File: config.mk
export PLATFORM = sky130hd
export DESIGN_NAME = adder_constraint_propagate
export DESIGN_NICKNAME = d
export VERILOG_FILES = /design/src/acp_pkg.sv /design/src/adder_constraint_propagate.sv
export SDC_FILE = /design/constraint.sdc
export NUM_CORES = 1
export LEC_CHECK = 0
export BUFFER_PORTS_ARGS = -buffer_cell sky130_fd_sc_hd__buf_2
export CORE_ASPECT_RATIO = 0.6
export CORE_UTILIZATION = 50
export CTS_BUF_LIST = sky130_fd_sc_hd__clkbuf_4
export DETAILED_ROUTE_END_ITERATION = 10
export PLACE_DENSITY = 0.76
export SLEW_MARGIN = 10
export SYNTH_ARGS = -nofsm -noshare
export SYNTH_HDL_FRONTEND = slang
export SYNTH_SLANG_ARGS = --single-unit
File: constraint.sdc
create_clock -name clk -period 6.9 [get_ports clk]
set_input_delay 1.38 -clock clk [delete_from_list [all_inputs] [get_ports clk]]
set_output_delay 1.38 -clock clk [all_outputs]
set_load 0.01 [all_outputs]
File: src/acp_pkg.sv
// ----------------------------------------------------------------------------
// Adder constraint propagation package
// Shared types and codes for the value and implication fields.
// ----------------------------------------------------------------------------
package acp_pkg;

  localparam logic [31:0] ADDER_COUNT = 32'd4096;

  localparam int IndexW = 12;

  typedef logic [IndexW-1:0] index_t;
  typedef logic signed [1:0] val_t;
  typedef logic [1:0]        code_t;

  localparam val_t VAL_TRUE  = 2'sb01;
  localparam val_t VAL_FALSE = 2'sb11;

  localparam code_t CODE_NONE  = 2'd0;
  localparam code_t CODE_TRUE  = 2'd1;
  localparam code_t CODE_FALSE = 2'd2;

  localparam logic FUNC_FULL = 1'b0;
  localparam logic FUNC_HALF = 1'b1;

endpackage

File: src/adder_constraint_propagate.sv
// ----------------------------------------------------------------------------
// Adder constraint propagation
// Applies the propagation rules of one full or half adder to the three-valued
// assignments of its variables and reports a conflict or forced values.
//
// Usage: an input beat is taken at a rising edge where start is high and busy
// is low. Busy is always low, so a new beat may be given in every cycle.
// Each beat produces exactly one result beat, shown on the result ports for
// one cycle while done is high, after it has passed through the input register
// and then the result register.
// Throughput is one beat per cycle; the rule logic between the two registers
// sets the clock period.
// The receiver has no way to stall; a result is gone after its cycle.
// A synchronous reset clears both valid flags, dropping any beat in flight.
// On a conflict all implication codes are zero; an adder index outside the
// configured adder count gives no conflict and no implications.
// ----------------------------------------------------------------------------
module adder_constraint_propagate (
  input  logic            clk,
  input  logic            rst,
  input  logic            start,
  output logic            busy,
  input  logic            func,
  input  acp_pkg::index_t adder_index,
  input  acp_pkg::val_t   val_a,
  input  acp_pkg::val_t   val_b,
  input  acp_pkg::val_t   val_cin,
  input  acp_pkg::val_t   val_sum,
  input  acp_pkg::val_t   val_carry,
  output logic            done,
  output logic            conflict,
  output acp_pkg::index_t reason_index,
  output acp_pkg::code_t  imply_a,
  output acp_pkg::code_t  imply_b,
  output acp_pkg::code_t  imply_cin,
  output acp_pkg::code_t  imply_sum,
  output acp_pkg::code_t  imply_cout
);

  import acp_pkg::*;

  logic   in_valid;
  logic   in_func;
  index_t in_index;
  val_t   in_a;
  val_t   in_b;
  val_t   in_cin;
  val_t   in_sum;
  val_t   in_cout;

  logic [2:0] is1;
  logic [2:0] is0;
  logic [1:0] ones;
  logic [1:0] zeros;
  logic       sum1;
  logic       sum0;
  logic       cout1;
  logic       cout0;
  logic       bad_next;
  code_t      imp_next [5];

  assign busy = 1'b0;

  always_ff @(posedge clk) begin
    if (rst) begin
      in_valid <= 1'b0;
    end else begin
      in_valid <= start;
    end
    if (start) begin
      in_func  <= func;
      in_index <= adder_index;
      in_a     <= val_a;
      in_b     <= val_b;
      in_cin   <= val_cin;
      in_sum   <= val_sum;
      in_cout  <= val_carry;
    end
  end

  assign is1 = {in_cin == VAL_TRUE && in_func == FUNC_FULL, in_b == VAL_TRUE,
                in_a == VAL_TRUE};
  assign is0 = {in_cin == VAL_FALSE && in_func == FUNC_FULL, in_b == VAL_FALSE,
                in_a == VAL_FALSE};
  assign ones  = 2'(is1[0]) + 2'(is1[1]) + 2'(is1[2]);
  assign zeros = 2'(is0[0]) + 2'(is0[1]) + 2'(is0[2]);
  assign sum1  = in_sum == VAL_TRUE;
  assign sum0  = in_sum == VAL_FALSE;
  assign cout1 = in_cout == VAL_TRUE;
  assign cout0 = in_cout == VAL_FALSE;

  always_comb begin
    logic  force_en;
    code_t force_code;
    logic  sum_known;
    force_en   = 1'b0;
    force_code = CODE_NONE;
    sum_known  = sum1 || sum0;
    bad_next   = 1'b0;
    for (int i = 0; i < 5; i++) begin
      imp_next[i] = CODE_NONE;
    end
    if ({20'd0, in_index} >= ADDER_COUNT) begin
      bad_next = 1'b0;
    end else if (in_func == FUNC_FULL) begin
      if (ones >= 2'd2) begin
        if (cout0) bad_next = 1'b1;
        if (!cout0 && !cout1) imp_next[4] = CODE_TRUE;
      end else if (zeros >= 2'd2) begin
        if (cout1) bad_next = 1'b1;
        if (!cout0 && !cout1) imp_next[4] = CODE_FALSE;
      end
      if (3'(ones) + 3'(zeros) == 3'd3) begin
        if (ones[0]) begin
          if (sum0) bad_next = 1'b1;
          if (!sum_known) imp_next[3] = CODE_TRUE;
        end else begin
          if (sum1) bad_next = 1'b1;
          if (!sum_known) imp_next[3] = CODE_FALSE;
        end
      end
      if ((cout0 || cout1) && sum_known) begin
        case ({cout1, sum1})
          2'b00: begin
            if (ones != 2'd0) bad_next = 1'b1;
            force_en   = 1'b1;
            force_code = CODE_FALSE;
          end
          2'b11: begin
            if (zeros != 2'd0) bad_next = 1'b1;
            force_en   = 1'b1;
            force_code = CODE_TRUE;
          end
          2'b01: begin
            if (ones > 2'd1) begin
              bad_next = 1'b1;
            end else if (ones == 2'd1) begin
              force_en   = 1'b1;
              force_code = CODE_FALSE;
            end else if (zeros == 2'd2) begin
              force_en   = 1'b1;
              force_code = CODE_TRUE;
            end
          end
          default: begin
            if (zeros > 2'd1) begin
              bad_next = 1'b1;
            end else if (zeros == 2'd1) begin
              force_en   = 1'b1;
              force_code = CODE_TRUE;
            end else if (ones == 2'd2) begin
              force_en   = 1'b1;
              force_code = CODE_FALSE;
            end
          end
        endcase
        if (force_en) begin
          for (int i = 0; i < 3; i++) begin
            if (!is1[i] && !is0[i]) imp_next[i] = force_code;
          end
        end
      end
    end else begin
      if (cout1) begin
        if (is0[0] || is0[1] || sum1) bad_next = 1'b1;
        if (!is1[0] && !is0[0]) imp_next[0] = CODE_TRUE;
        if (!is1[1] && !is0[1]) imp_next[1] = CODE_TRUE;
        if (!sum_known) imp_next[3] = CODE_FALSE;
      end else if (cout0) begin
        if (is1[0] && is1[1]) bad_next = 1'b1;
        if (is1[0] && !is1[1] && !is0[1]) imp_next[1] = CODE_FALSE;
        if (is1[1] && !is1[0] && !is0[0]) imp_next[0] = CODE_FALSE;
        if (sum0) begin
          if (is1[0] || is1[1]) bad_next = 1'b1;
          if (!is1[0] && !is0[0]) imp_next[0] = CODE_FALSE;
          if (!is1[1] && !is0[1]) imp_next[1] = CODE_FALSE;
        end
      end
    end
  end

  always_ff @(posedge clk) begin
    if (rst) begin
      done <= 1'b0;
    end else begin
      done <= in_valid;
    end
    if (in_valid) begin
      conflict     <= bad_next;
      reason_index <= in_index;
      imply_a      <= bad_next ? CODE_NONE : imp_next[0];
      imply_b      <= bad_next ? CODE_NONE : imp_next[1];
      imply_cin    <= bad_next ? CODE_NONE : imp_next[2];
      imply_sum    <= bad_next ? CODE_NONE : imp_next[3];
      imply_cout   <= bad_next ? CODE_NONE : imp_next[4];
    end
  end

endmodule
==> flow_summary.ini <==
[synthesis]
mappedNetlistNets = 167
synth_top_area_share = 0.675
top_reg_cell_synth = sky130_fd_sc_hd__edfxtp_1
post_synth.cell_area_avg_um2 = 15.4
synth-async-reset-ratio = 0
ys_top_cells_by_area = sky130_fd_sc_hd__edfxtp_1, sky130_fd_sc_hd__ha_1, sky130_fd_sc_hd__fa_1
yosysSeqAreaShare = 0.694
ff_latch_count_synth = 48
synthesis.area_mm2 = 0.00205
postSynthCellCount = 133
synth_largest_area_cell = sky130_fd_sc_hd__edfxtp_1
ys.warnings.count = 0
synth-edff-count = 46
post_synth_num_cell_types = 43

[sta]
timing.final.max_slew_violations = 0
worst_slew_margin_rel = 0.335
finalSetupViolations = 0
worst_pin_slew_ps = 997
rsz0062_at_grt = no
min_period_over_period = 0.540
setup_total_negative_slack_ps = 0
final_critical_path_setup_slack_ps = 3170
period_minus_slack_ps = 3730
finalHoldViolCount = 0
clock_skew_ps = 9.21
fmaxAchievable_ghz = 0.268

[placed_design]
place.detailed.hpwl_mm = 2.81
post_placement_worst_setup_slack_ps = 3220
globalplace.congestion = 0.937
portBuffers = 49
dp_cells = 226

[clock_tree]
cts_setup_buffers = 0
cts_buffers = 5
cts_tree = yes
clock_path_buffers = 2
post_cts_hold_buffer_count = 0
clk-insertion-delay-late_ps = 350
cts_sinks = 48
cts.root.buffer_cell = sky130_fd_sc_hd__clkbuf_4
ctsResizeCount = 0
worst_setup_hold_path_clk_slew_ps = 130
clock_tree.htree_level_count = 2

[final_layout]
final_common_cell = sky130_fd_sc_hd__buf_2
top_regs = in_index (12), reason_index (12)
multiInputGateArea_um2 = 587
post_route_cells_drive_above_1_share = 0.337
seq_area_mm2 = 0.00142
finish.net_count = 220
syn2layout_area_growth_pct = 16.8
nFillCells = 292
layout.cells.most_common_list = sky130_fd_sc_hd__buf_2, sky130_fd_sc_hd__edfxtp_1, sky130_fd_sc_hd__nor2b_1
antenna_cells = 0
stdcell_count = 234

[critical_path]
required_time_of_the_critical_path_ps = 7050
critical_path.cell_chain = nor2b_1, fa_1, ha_1, inv_1, fa_1, and4b_1, a221o_1, a211oi_2, a22oi_2, a221oi_1
timing.reg2reg.worst_path_depth = 10
regToRegStartpoint = in_a[0]
critical_path.reg2reg.endpoint = imply_a[1]
worstSetupStartpointType = register
timing.reg2reg.setup_slack_ps = 3170
critPathLaunch = in_a[0]
cpMostUsedCell = sky130_fd_sc_hd__fa_1
timing.critical_path.slowest_stage_cell = sky130_fd_sc_hd__fa_1
critPathCapture = imply_a[1]
timing.critical_path.arrival_ps = 3880
worstSetupPathType = register to register
critical_path_endpoint_category = register
cp_max_fo = 10
crit_path_max_incr_delay_ps = 740

[power]
worst_ir_drop_on_vdd_uv = 145
finalPower_uw = 563
powerDensity_mw_per_mm2 = 235
power_leakage_nw = 0.883

[die]
die_w_um = 84.6
design.die.area_mm2 = 0.00436
placeableCoreArea_mm2 = 0.00379
initial_utilization = 0.541
number_of_placement_rows = 17
height_of_the_die_um = 51.6
num_io_pins = 51

[outcome]
violations_in_the_final_reports = DRC
status = finished, violations left

[route]
routed_wirelength_mm = 3.69
dr_total_vias = 1299
initialDrtViolationCount = 124
post_route_drc = 3
drt_pre_antenna_iters = 8
ant_nets = 0
detail_route.vias_per_cell = 5.55
wl_per_cell_um = 15.8

[grt]
first_global_vias = 1146
overflow = 0
grt_first_pass_wirelength_mm = 5.58
grt_antenna_before_repair = 0
grt_start_max_net_pins = 25
track_usage = 0.176

[hold_path]
path_class_of_the_lowest_slack_min_delay_path = register to register

[job]
cap_viol_max_count = 0
[routing by layer]
layer,vias up,share of wire,track usage
li1,623,-,-
met1,606,0.46,0.264
met2,70,0.45,0.251
met3,0,0.094,0.0619
met4,0,0,0.0339
met5,-,0,0
[how the worst min path moves through the flow]
stage           startpoint               to  slack, ps  cells past startpoint
4_1_cts        in_index[8]  reason_index[8]        440                      0
6_report       in_index[8]  reason_index[8]        440                      0
3_3_place_gp   in_index[5]  reason_index[5]        400                      0
3_5_place_dp   in_index[6]  reason_index[6]        400                      0
2_1_floorplan  in_index[0]  reason_index[0]        400                      0
5_1_grt        in_index[8]  reason_index[8]        440                      0
[cell families after synthesis]
| group | after synthesis | synth area share |
|---|---|---|
| DFF | 48 | 0.694 |
| and+or+nand+nor | 36 | 0.108 |
| AOI/OAI and AO/OA | 28 | 0.104 |
| buffers and inverters | 9 | 0.0189 |
| adders and majority gates | 8 | 0.0599 |
| xor gates and xnor gates | 3 | 0.0128 |
| other | 1 | 0.00183 |
[power by group]
group	switching, mW	internal (mW)
sequential	0.0140	0.343
combinational	0.0472	0.0356
clock	0.0840	0.0385
total	0.145	0.417
[stage by stage]
step                      cell area [um^2]  hold WS (ps)  utilization
after CTS                             2390           436        0.632
after floorplan                       2050           400            -
after global placement                2330           401        0.617
after detailed placement              2330           405        0.617
after global routing                  2390           445        0.632
final                                 2390           435        0.632
[critical path, delay by kind of cell (launching register included)]
kind                       cells  cell delay [ps]
adders and majority gates      3             1440
and+or+nand+nor                2              410
AOI/OAI and AO/OA              4             1170
buffers and inverters          1               50
DFF                            1              470
[area by class of cell]
type / count / share of cell area
clock inverters: 3 / 0.00785
multi-input cells: 76 / 0.245
repair buffers: 49 / 0.103
inverters: 6 / 0.00942
well taps: 47 / 0.0246
clock buffers: 5 / 0.0157
flip-flops and latches: 48 / 0.594
[cells in the mapped netlist (all sizes together), types with 2 or more instances]
| cell type | count |
|---|---|
| xor2 | 2 |
| nor3b | 2 |
| buf | 2 |
| dfxtp | 2 |
| a31oi | 2 |
| nand2 | 3 |
| nor4 | 2 |
| nor2 | 4 |
| inv | 6 |
| nand2b | 2 |
| and3 | 4 |
| a211oi | 7 |
| a2111oi | 2 |
| fa | 3 |
| nor2b | 7 |
| o21ai | 6 |
| a21oi | 2 |
| and2 | 6 |
| ha | 5 |
| edfxtp | 46 |
| a221oi | 2 |
No activity file was read; power rests on OpenSTA's default activity.
